**src/ble_pkg.sv**
```systemverilog
// Shared types and constants for the size-budgeted LRU eviction block.
// No dependencies.
package ble_pkg;
  localparam int unsigned EntriesDefault = 16;
  localparam int unsigned SizeW = 40;
  localparam int unsigned StampW = 32;
  localparam int unsigned TotalW = 46;
  localparam int unsigned IdxW = 6;
  localparam int unsigned BudgetW = 10;
  localparam int unsigned GibShift = 30;
  localparam logic [BudgetW-1:0] BudgetReset = 10'd10;

  typedef enum logic [2:0] {
    OP_RECORD = 3'd0,
    OP_TOUCH = 3'd1,
    OP_SET_ACTIVE = 3'd2,
    OP_CLR_ACTIVE = 3'd3,
    OP_SET_PINNED = 3'd4,
    OP_REMOVE = 3'd5,
    OP_ENFORCE = 3'd6,
    OP_QUERY = 3'd7
  } op_t;

  localparam logic [1:0] ST_OK = 2'd0;
  localparam logic [1:0] ST_INVALID = 2'd1;
  localparam logic [1:0] ST_OVER = 2'd2;
endpackage

```
**src/budget_lru_evictor.sv**
```systemverilog
// Top level of the size-budgeted LRU eviction table: control sequencer,
// mark flip-flops, running total and output register. Depends on ble_pkg and ble_store.
//
//  channel | direction | signals
//  in      | input     | in_valid, in_stall, operation, entry_index, flag_value, entry_size
//  out     | output    | out_valid, out_stall, result_index ... status
//  cfg     | input     | cfg_we, cfg_data (budget_gb)
//
// A table operation reads the entry's size from memory at the accepting edge; S_APPLY
// then writes the result, the marks, the running total and the stamp. Enforce evicts
// the least recently used valid, unpinned, inactive entry while the budget is exceeded,
// and stops when it holds or a scan finds no candidate. Reset is synchronous; the size
// and stamp memories need no clearing. The input stall is high whenever the sequencer is
// busy, and a result waiting in the output register holds the sequencer.
module budget_lru_evictor #(
  parameter int unsigned ENTRIES = ble_pkg::EntriesDefault,
  localparam int unsigned AW = $clog2(ENTRIES),
  localparam int unsigned CW = $clog2(ENTRIES + 1)
) (
  input  logic clk,
  input  logic rst,
  input  logic cfg_we,
  input  logic [ble_pkg::BudgetW-1:0] cfg_data,
  input  logic in_valid,
  output logic in_stall,
  input  logic [2:0] operation,
  input  logic [ble_pkg::IdxW-1:0] entry_index,
  input  logic flag_value,
  input  logic [ble_pkg::SizeW-1:0] entry_size,
  output logic out_valid,
  input  logic out_stall,
  output logic [ble_pkg::IdxW-1:0] result_index,
  output logic evicted,
  output logic last_result,
  output logic entry_pinned,
  output logic entry_active,
  output logic [ble_pkg::TotalW-1:0] ephemeral_total,
  output logic [1:0] status
);
  typedef enum logic [2:0] {
    S_IDLE, S_APPLY, S_CHECK, S_SCAN, S_EREAD, S_EAPPLY, S_FINISH
  } state_t;

  state_t state;
  logic [ble_pkg::BudgetW-1:0] budget_gb;
  logic [ENTRIES-1:0] valid_marks, pinned_marks, active_marks;
  logic [ble_pkg::StampW-1:0] use_counter;
  ble_pkg::op_t op;
  logic [ble_pkg::IdxW-1:0] idx;
  logic flag;
  logic [ble_pkg::SizeW-1:0] size_in;
  logic [ble_pkg::TotalW-1:0] eph_total;
  logic [CW-1:0] scan_cnt;
  logic scan_pend;
  logic found;
  logic [AW-1:0] best;
  logic [ble_pkg::StampW-1:0] best_stamp;
  logic held;
  logic [AW-1:0] held_idx;
  logic [ble_pkg::SizeW-1:0] rsize;
  logic [ble_pkg::StampW-1:0] rstamp;
  logic [AW-1:0] rd_addr;
  logic mem_we;
  logic [AW-1:0] eidx;
  logic in_range;
  logic [ble_pkg::TotalW-1:0] budget_bytes;
  logic over;
  logic out_free;
  logic emit;
  logic scan_last;
  logic elig;
  logic take;
  logic cur_v, cur_p, cur_a, new_v, new_p, new_a, stamp_it;
  logic [1:0] op_status;
  logic [ble_pkg::SizeW-1:0] new_size;
  logic [ble_pkg::TotalW-1:0] old_contrib, new_contrib, total_after;

  ble_store #(.ENTRIES(ENTRIES)) u_store (
    .clk(clk), .raddr(rd_addr), .rsize(rsize), .rstamp(rstamp),
    .we(mem_we), .waddr(eidx), .wsize(new_size), .wstamp(use_counter)
  );

  assign in_stall = (state != S_IDLE);
  assign eidx = idx[AW-1:0];
  assign in_range = ({{(32-ble_pkg::IdxW){1'b0}}, idx} < 32'(ENTRIES));
  assign budget_bytes = {{(ble_pkg::TotalW-ble_pkg::BudgetW-ble_pkg::GibShift){1'b0}},
                         budget_gb, {ble_pkg::GibShift{1'b0}}};
  assign over = (budget_gb != '0) && (eph_total > budget_bytes);
  assign out_free = !out_valid || !out_stall;
  assign emit = out_free && ((state == S_APPLY) || (state == S_FINISH)
                || ((state == S_EAPPLY) && held));
  assign scan_last = (scan_cnt == CW'(ENTRIES));
  assign elig = !scan_last && valid_marks[rd_addr] && !pinned_marks[rd_addr]
                && !active_marks[rd_addr];
  assign take = scan_pend && (!found || (rstamp < best_stamp));
  assign mem_we = (state == S_APPLY) && out_free && stamp_it;

  always_comb begin
    case (state)
      S_IDLE: rd_addr = entry_index[AW-1:0];
      S_APPLY: rd_addr = eidx;
      S_SCAN: rd_addr = scan_cnt[AW-1:0];
      default: rd_addr = best;
    endcase
  end

  always_comb begin
    cur_v = in_range && valid_marks[eidx];
    cur_p = in_range && pinned_marks[eidx];
    cur_a = in_range && active_marks[eidx];
    new_v = cur_v;
    new_p = cur_p;
    new_a = cur_a;
    op_status = cur_v ? ble_pkg::ST_OK : ble_pkg::ST_INVALID;
    stamp_it = 1'b0;
    if (in_range) begin
      case (op)
        ble_pkg::OP_RECORD: begin
          new_v = 1'b1;
          stamp_it = 1'b1;
          op_status = ble_pkg::ST_OK;
        end
        ble_pkg::OP_TOUCH: stamp_it = cur_v;
        ble_pkg::OP_SET_ACTIVE: begin
          new_a = 1'b1;
          stamp_it = cur_v;
        end
        ble_pkg::OP_CLR_ACTIVE: new_a = 1'b0;
        ble_pkg::OP_SET_PINNED: new_p = flag;
        ble_pkg::OP_REMOVE: begin
          new_v = 1'b0;
          new_p = 1'b0;
          new_a = 1'b0;
          op_status = ble_pkg::ST_OK;
        end
        default: ;
      endcase
    end
    new_size = (op == ble_pkg::OP_RECORD) ? size_in : rsize;
    old_contrib = (cur_v && !cur_p) ? ble_pkg::TotalW'(rsize) : '0;
    new_contrib = (new_v && !new_p) ? ble_pkg::TotalW'(new_size) : '0;
    total_after = eph_total - old_contrib + new_contrib;
  end

  always_ff @(posedge clk) begin
    if (rst) begin
      state <= S_IDLE;
      budget_gb <= ble_pkg::BudgetReset;
      valid_marks <= '0;
      pinned_marks <= '0;
      active_marks <= '0;
      use_counter <= '0;
      eph_total <= '0;
      held <= 1'b0;
      out_valid <= 1'b0;
    end else begin
      if (cfg_we) budget_gb <= cfg_data;
      out_valid <= emit || (out_valid && out_stall);
      case (state)
        S_IDLE: begin
          if (in_valid) begin
            op <= ble_pkg::op_t'(operation);
            idx <= entry_index;
            flag <= flag_value;
            size_in <= entry_size;
            held <= 1'b0;
            state <= (ble_pkg::op_t'(operation) == ble_pkg::OP_ENFORCE) ? S_CHECK : S_APPLY;
          end
        end
        S_APPLY: begin
          if (out_free) begin
            result_index <= idx;
            evicted <= 1'b0;
            last_result <= 1'b1;
            entry_pinned <= new_p;
            entry_active <= new_a;
            ephemeral_total <= total_after;
            status <= op_status;
            eph_total <= total_after;
            if (in_range) begin
              valid_marks[eidx] <= new_v;
              pinned_marks[eidx] <= new_p;
              active_marks[eidx] <= new_a;
            end
            if (stamp_it) use_counter <= use_counter + 1'b1;
            state <= S_IDLE;
          end
        end
        S_CHECK: begin
          if (over) begin
            scan_cnt <= '0;
            scan_pend <= 1'b0;
            found <= 1'b0;
            state <= S_SCAN;
          end else begin
            state <= S_FINISH;
          end
        end
        S_SCAN: begin
          // Stamp data is registered, so it belongs to the address of the previous scan step.
          if (take) begin
            found <= 1'b1;
            best <= AW'(scan_cnt - 1'b1);
            best_stamp <= rstamp;
          end
          scan_pend <= elig;
          if (scan_last) begin
            state <= (found || take) ? S_EREAD : S_FINISH;
          end else begin
            scan_cnt <= scan_cnt + 1'b1;
          end
        end
        S_EREAD: state <= S_EAPPLY;
        S_EAPPLY: begin
          // The previous eviction is sent only once another one is certain.
          if (out_free) begin
            if (held) begin
              result_index <= ble_pkg::IdxW'(held_idx);
              evicted <= 1'b1;
              last_result <= 1'b0;
              entry_pinned <= 1'b0;
              entry_active <= 1'b0;
              ephemeral_total <= eph_total;
              status <= ble_pkg::ST_OK;
            end
            held <= 1'b1;
            held_idx <= best;
            eph_total <= eph_total - ble_pkg::TotalW'(rsize);
            valid_marks[best] <= 1'b0;
            pinned_marks[best] <= 1'b0;
            active_marks[best] <= 1'b0;
            state <= S_CHECK;
          end
        end
        S_FINISH: begin
          if (out_free) begin
            result_index <= held ? ble_pkg::IdxW'(held_idx) : '0;
            evicted <= held;
            last_result <= 1'b1;
            entry_pinned <= 1'b0;
            entry_active <= 1'b0;
            ephemeral_total <= eph_total;
            status <= over ? ble_pkg::ST_OVER : ble_pkg::ST_OK;
            state <= S_IDLE;
          end
        end
        default: state <= S_IDLE;
      endcase
    end
  end

  assert property (@(posedge clk) disable iff (rst) in_valid && !in_stall |=> in_stall)
    else $error("sequencer did not leave idle on an accepted beat");
  assert property (@(posedge clk) disable iff (rst)
      out_valid && out_stall |=> out_valid && $stable(result_index) && $stable(ephemeral_total))
    else $error("stalled result beat was dropped or changed");
  assert property (@(posedge clk) disable iff (rst) out_valid && !evicted |-> last_result)
    else $error("non-eviction result beat is not the last one");
  assert property (@(posedge clk) disable iff (rst)
      (state == S_SCAN) |-> (scan_cnt <= CW'(ENTRIES)))
    else $error("scan counter ran past the table");
endmodule

```
**src/ble_store.sv**
```systemverilog
// Size and stamp memories of the eviction table, one read port each with
// registered data and one shared write port. Depends on ble_pkg.
module ble_store #(
  parameter int unsigned ENTRIES = ble_pkg::EntriesDefault,
  localparam int unsigned AW = $clog2(ENTRIES)
) (
  input  logic clk,
  input  logic [AW-1:0] raddr,
  output logic [ble_pkg::SizeW-1:0] rsize,
  output logic [ble_pkg::StampW-1:0] rstamp,
  input  logic we,
  input  logic [AW-1:0] waddr,
  input  logic [ble_pkg::SizeW-1:0] wsize,
  input  logic [ble_pkg::StampW-1:0] wstamp
);
  logic [ble_pkg::SizeW-1:0] size_mem [ENTRIES];
  logic [ble_pkg::StampW-1:0] stamp_mem [ENTRIES];

  always_ff @(posedge clk) begin
    if (we) begin
      size_mem[waddr] <= wsize;
      stamp_mem[waddr] <= wstamp;
    end
    rsize <= size_mem[raddr];
    rstamp <= stamp_mem[raddr];
  end
endmodule
```
**config.mk**
```make
export PLATFORM = sky130hd
export DESIGN_NAME = budget_lru_evictor
export DESIGN_NICKNAME = d
export VERILOG_FILES = /design/src/ble_pkg.sv /design/src/budget_lru_evictor.sv /design/src/ble_store.sv
export SDC_FILE = /design/constraint.sdc
export NUM_CORES = 2
export LEC_CHECK = 0
export BUFFER_PORTS_ARGS = -buffer_cell sky130_fd_sc_hd__buf_2
export CAP_MARGIN = 20
export CORE_UTILIZATION = 40
export CTS_BUF_LIST = sky130_fd_sc_hd__clkbuf_16
export CTS_CLUSTER_SIZE = 20
export DETAILED_ROUTE_END_ITERATION = 16
export GPL_ROUTABILITY_DRIVEN = 0
export PLACE_DENSITY = 0.58
export SLEW_MARGIN = 15
export SYNTH_ARGS = -nofsm -noshare
export SYNTH_HDL_FRONTEND = slang
export SYNTH_SLANG_ARGS = --single-unit
```
**constraint.sdc**
```tcl
create_clock -name clk -period 13.35 [get_ports clk]
set_clock_uncertainty 0.2 [all_clocks]
set_input_delay 1.335 -clock clk [delete_from_list [all_inputs] [get_ports clk]]
set_output_delay 1.335 -clock clk [all_outputs]
set_load 0.03 [all_outputs]
```
==> Word level (Yosys, flattened, before mapping) <==
Memories as Yosys holds them, arrays and structs flattened. A register that Yosys moved wholly into a read port is not among the register bits.
Cells that the tools add are included.
{ "word_totals": {"in_bits": 65, "word_cells": 225, "ram_bits": 1152, "regBits": 296, "out_inout_bits": 60, "mem_count": 2} }
{ "op_classes": {"n_reduce_logical": 57, "bitwise_logic": 5, "n_eq_ne": 24, "add_sub_neg": 6, "mux": 97, "n_lt_le_gt_ge": 8} }
{ "mem_list": {"columns": ["memory", "depth", "word_bits", "read_ports", "rd_ports_with_merged_regs", "write_ports", "line", "rtl"], "rows": [
  ["u_store.size_mem", 16, 40, 1, 1, 1, "ble_store.sv:16", "logic [ble_pkg::SizeW-1:0] size_mem [ENTRIES];"],
  ["u_store.stamp_mem", 16, 32, 1, 1, 1, "ble_store.sv:17", "logic [ble_pkg::StampW-1:0] stamp_mem [ENTRIES];"]
]} }
{ "op_table": {"columns": ["cell", "count"], "rows": [
  ["46-bit two-way mux", 5],
  ["16-bit two-way mux", 9],
  ["46-bit one-hot mux with 3 select lines", 1],
  ["40-bit two-way mux", 3],
  ["16-bit one-hot mux with 2 select lines", 3],
  ["46-bit one-hot mux with 2 select lines", 1],
  ["46-bit by 40-bit subtractor with 46-bit output", 2],
  ["16-bit bitwise AND", 3],
  ["16-bit bitwise mux", 3],
  ["46-bit by 40-bit adder with 46-bit output", 1],
  ["46-bit by 40-bit > comparator with 1-bit output", 1],
  ["32-bit by 1-bit adder with 32-bit output (second input constant)", 1],
  ["32-bit < comparator", 1],
  ["1-bit two-way mux", 29],
  ["1-bit binary-select mux with 4-bit select", 6],
  ["6-bit two-way mux", 4],
  ["3-bit AND reduction", 7],
  ["2-bit != test (second input constant)", 10],
  ["3-bit equality test (second input constant)", 6],
  ["3-bit one-hot mux with 6 select lines", 1],
  ["6-bit one-hot mux with 3 select lines", 1],
  ["1-bit logical AND", 17],
  ["16-bit NOT", 1],
  ["1-bit one-hot mux with 2 select lines", 8],
  ["29 further kinds", 73]
]} }

==> Depth between registers and ports, before layout <==
{ "depth": {"ltp_word": 11, "depth_mapped": 22, "depth_no_buf": 19} }

==> By module <==
From an unflattened synthesis, not the netlist that was laid out.
{ "unflattened": {"cells_unflattened": 4193, "area_unflattened_um2": 64785.9} }
{ "modules_own_cells": {"columns": ["module", "cells_each", "area_each_um2", "n_inst", "seq_area_each_um2"], "rows": [
  ["ble_store", 1850, 44551.5, 1, 36034.6],
  ["budget_lru_evictor", 2343, 20234.4, 1, 7477.2]
]} }

==> Worst setup path after synthesis <==
Ideal clock, no wire load.
{ "synth_timing": {"kind": "reg2reg", "start": "reg state[2]", "end": "reg entry_active (enable)", "period_less_slack_ps": 6864, "n_path_buf": 5, "path_slack_ps": 6486, "t_arrival_ps": 6108, "setup_time_ps": 557, "required_time_ps": 12593, "path_stages_with_launch": 9, "path_cell_list": "dfxtp_1 > clkbuf_1 > clkbuf_1 > and2_1 > clkbuf_1 > clkbuf_1 > clkbuf_1 > a21oi_1 > a211oi_1"} }
{ "synth_via": {"elab_chain_len": 3, "elab_cells_between_ends": 9, "cone_classes": "7 x eq/ne; 2 x reduce/logical"} }
{ "synth_lines": {"columns": ["item", "line", "rtl"], "rows": [
  ["start, declared", "budget_lru_evictor.sv:44", "state_t state;"],
  ["start signal, assigned", "budget_lru_evictor.sv:167", "state <= (ble_pkg::op_t'(operation) == ble_pkg::OP_ENFORCE) ? S_CHECK : S_APPLY;"],
  ["start signal, assigned", "budget_lru_evictor.sv:208", "state <= (found || take) ? S_EREAD : S_FINISH;"],
  ["3-bit by 1-bit equality test with 1-bit output or 3-bit equality test (tied branches)", "budget_lru_evictor.sv:159", "case (state)"],
  ["2-bit != test (no line) or 3-bit nonzero test (tied branches)", null, null],
  ["6-bit AND reduction (no line) (*)", null, null],
  ["end signal, assigned", "budget_lru_evictor.sv:176", "entry_active <= new_a;"],
  ["end, declared", "budget_lru_evictor.sv:36", "output logic entry_active,"]
]} }
Every way passes the cells marked *; elsewhere a longest branch is shown, timed or not.
A chain may end at the register's enable or synchronous reset.

==> Worst setup path after layout <==
{ "layout_timing": {"start": "reg idx[0] (netlist name)", "end": "reg ephemeral_total[38] (netlist name) (data pin)"} }
{ "layout_via": {"elab_chain_len": 11, "elab_cells_between_ends": 21, "cone_classes": "2 x add/sub; 1 x order compare; 12 x mux; 6 x reduce/logical"} }
{ "layout_lines": {"columns": ["item", "line", "rtl"], "rows": [
  ["start, declared", "budget_lru_evictor.sv:49", "logic [ble_pkg::IdxW-1:0] idx;"],
  ["start signal, assigned", "budget_lru_evictor.sv:163", "idx <= entry_index;"],
  ["branches (longest 8 deep; another with 46-bit by 40-bit subtractor with 46-bit output)", null, null],
  ["46-bit by 40-bit adder with 46-bit output (*)", "budget_lru_evictor.sv:142", "total_after = eph_total - old_contrib + new_contrib;"],
  ["46-bit two-way mux (*)", "budget_lru_evictor.sv:171", "if (out_free) begin"],
  ["46-bit one-hot mux with 3 select lines (*)", "budget_lru_evictor.sv:159", null],
  ["end signal, assigned", "budget_lru_evictor.sv:177", "ephemeral_total <= total_after;"],
  ["end signal, assigned", "budget_lru_evictor.sv:223", "ephemeral_total <= eph_total;"],
  ["end signal, assigned", "budget_lru_evictor.sv:242", "ephemeral_total <= eph_total;"],
  ["end, declared", "budget_lru_evictor.sv:37", "output logic [ble_pkg::TotalW-1:0] ephemeral_total,"]
]} }
Mark *: on every way between the ends. The select of a mux whose other input is x is not followed.

==> metrics <==
Syn Nets=4,529; kind of critical path=flip-flop to flip-flop; critical path required time=13.67 ns; horizontal die dimension=407 um; Yosys cell types=81; Cell Area, Synth=0.0656 sq mm; Port Buffers=124; Max Clk Rate=137 MHz; static power due to leakage=24.2 nW; peak supply drop=0.174 mV; switch share=0.335; startpoint type of the worst setup path=flip-flop; top cells by area, synth=edfxtp_1 (60%), mux4_2 (10%), dfxtp_1 (6.5%); DRC violation count after routing=0; clock slew seen by the registers of the worst setup and hold paths=0.06 ns; maximum buffer depth of the clock tree=3; top-count cell post-synth=edfxtp_1; number of failing setup endpoints in the final timing report=0; Setup Slack @ Placement=6.03 ns; worst slew margin relative to its limit=0.264; Detailed Place HPWL=100,000 um; fillcell total=14,147; share of the clock period used by the worst path=0.548; setup TNS=0 ns; share of total power in combinational logic=0.316; number of max-slew violations in the final report=0; H-tree levels=4; biggest fanout along the worst timing path=40; global-route wire length before repair=250,000 um; number of cells upsized or downsized after cts=0; proportion of power drawn by the clock network=0.289; setup repair after global routing missed its margin=no; hold-fix buffers at CTS=0; vias in the first global route=37,781; total number of yosys warnings=0; Layout Area Growth over Synthesis=13.2%; final core utilization=0.456; max-cap viol count=0; post-route setup slack=6.03 ns; global routing usage summed across all routing layers=0.206; post-synthesis instance total=4,287; CTS tree=built; power density cells=200 mW/mm^2; number of nets in the finished design=4,713; residual antenna-violating net count after detailed routing=0; height of the chip=407 um; largest net degree at the start of global routing=140; number of enable flip-flop cells after synthesis=1,307; starting utilization of the core area=0.403; top cell type's share of synthesized area=0.598; # clock sinks=1,520; per-cell routed wire length=25.0 um; switching component of the power=4.97 mW; count of final hold-check violations=0; die footprint=0.166 sq mm; mean cell area of the mapped netlist=15.3 sq um; antenna violations before repair=6; layout cells sized above 1=0.176; min Tclk post-route=7.32 ns; fraction of the yosys area taken by sequential cells=0.663; vias=37,723; synthesized flop and latch total=1,520; clock root buffer=clkbuf_16; standard-cell rows=148; clock latency on the worst-skew pair=0.80 ns; cts bufs inserted=161; # Post-CTS Setup Buffers=0; Post-synth top cells=edfxtp_1 (1,307), mux4_2 (301), nand2_1 (250); vias per cell=5.56; register share of total power=0.395; Most used DFF post-synth=edfxtp_1; total iterations of the first detailed-routing run=5; arrival time of the worst setup path=7.64 ns; class of the most critical hold timing path=flip-flop to flip-flop; area of the core=0.163 sq mm; remaining global-route overflow=0; DRT Wirelength=169,000 um; CP Capture Type=flip-flop; run status=complete, no violations; Starting DRT DRC Count=3,973; library cell occupying the most area in the post-synthesis netlist=edfxtp_1; transition time of the tightest slew-check pin=1.10 ns; async set or reset register ratio after synthesis=0; Internal Pwr Total=9.88 mW; number of top-level pins=125
[per-layer routing]
layer | wire length (um) | track usage | vias to the layer above
met5 | 0 | 0 | -
met4 | 4160 | 0.0608 | 0
met2 | 80300 | 0.330 | 1242
li1 | - | - | 16932
met1 | 73900 | 0.285 | 19310
met3 | 11000 | 0.0368 | 239
[flip-flops by register name, indices dropped and copies added (netlist names), 2 cells and up]
register           flops
pinned_marks          16
u_store.rstamp        32
scan_cnt               5
status                 2
budget_gb             10
held_idx               4
best                   4
idx                    6
size_in               40
u_store.size_mem     640
ephemeral_total       46
u_store.stamp_mem    512
result_index           6
state                  3
op                     3
valid_marks           16
best_stamp            32
eph_total             46
u_store.rsize         40
use_counter           32
active_marks          16
[cells in the final DEF, fill, tap and decap left out, types with 15 or more instances in the layout]
cell type,Yosys,final
dfxtp_1,213,213
a22oi_1,51,51
nand3_1,49,49
clkinv_2,0,15
a21oi_1,226,225
o21ai_0,170,164
o211ai_1,18,18
nand2_1,250,248
nand4_1,36,36
inv_1,236,286
buf_4,4,111
clkbuf_16,0,163
a211oi_1,121,120
nor2_4,0,18
o21a_1,18,18
ha_1,136,136
fa_1,41,41
and3_1,15,15
nor4_1,21,20
or3_1,16,16
xnor2_1,43,43
xor2_1,61,61
nor3_1,31,30
a31oi_1,20,20
nor2_1,242,223
nand2b_1,18,18
buf_2,66,123
mux2i_1,88,88
and2_1,52,51
clkinv_1,0,35
nor2b_1,93,93
a21o_1,43,43
edfxtp_1,1307,1307
mux4_2,301,301
[through the flow]
step / total power [mW] / std cells / hold slack (ns) / cell area (sq um)
finish: 14.8 / 6781 / 0.230 / 74300
global route: 15.6 / 6779 / 0.244 / 74300
CTS: 14.9 / 6779 / 0.236 / 74300
detailed placement: 10.6 / 6483 / 0.227 / 69200
global placement: 10.6 / 6481 / 0.217 / 69200
floorplan: 9.19 / 4287 / 0.200 / 65600
[cell type report]
cell class,instances,area (sq um),share of cell area
diodes,2,5.00,0.0000674
clock buffers,163,4080,0.0549
clock inverters,133,997,0.0134
inverters,237,890,0.0120
multi-input cells,2312,20500,0.276
flip-flops and latches,1520,43500,0.586
well taps,2175,2720,0.0366
repair buffers,239,1550,0.0209
[worst max-delay path: stages (launching register included)]
cell and delay [ns]:
edfxtp_1 0.99, mux4_2 0.61, mux4_2 0.51, mux2i_1 0.25, nor3_2 0.07, buf_4 0.24
nor2b_4 0.12, buf_4 0.40, nand2_1 0.14, fa_1 0.52, inv_1 0.04, ha_1 0.37
o211ai_1 0.13, o21ai_0 0.37, nand4b_1 0.22, a211oi_1 0.66, o21bai_1 0.27, o21ai_0 0.39
a41oi_1 0.23, xor2_1 0.16, o21ai_0 0.08
[kinds of logic after synthesis]
kind of cell | Yosys count | share of synthesized area
AO/OA/AOI/OAI | 776 | 0.0748
XOR/XNOR | 104 | 0.0139
adder cells (fa/ha/maj) | 177 | 0.0385
buffers and inverters | 455 | 0.0279
flip-flops | 1520 | 0.663
multiplexers | 394 | 0.118
AND/OR/NAND/NOR | 861 | 0.0636
[final timing paths]
check / startpoint / to / slack (ns) / cells past startpoint
worst min-delay path: u_store.rstamp[24] / best_stamp[24] / 0.23 / 0
worst max-delay path: idx[0] / ephemeral_total[38] / 6.03 / 20
worst max register to register: idx[0] / ephemeral_total[38] / 6.03 / 20
worst min register to register: u_store.rstamp[24] / best_stamp[24] / 0.23 / 0
[power by group through the flow]
stage / Combinational (mW) / Sequential (mW) / Clock (mW)
global placement: 4.59 / 5.97 / 0
finish: 4.69 / 5.87 / 4.30
floorplan: 3.21 / 5.97 / 0
global route: 5.13 / 5.89 / 4.57
CTS: 4.65 / 5.87 / 4.39
detailed placement: 4.63 / 5.97 / 0
No activity file was read; power rests on OpenSTA's default activity.
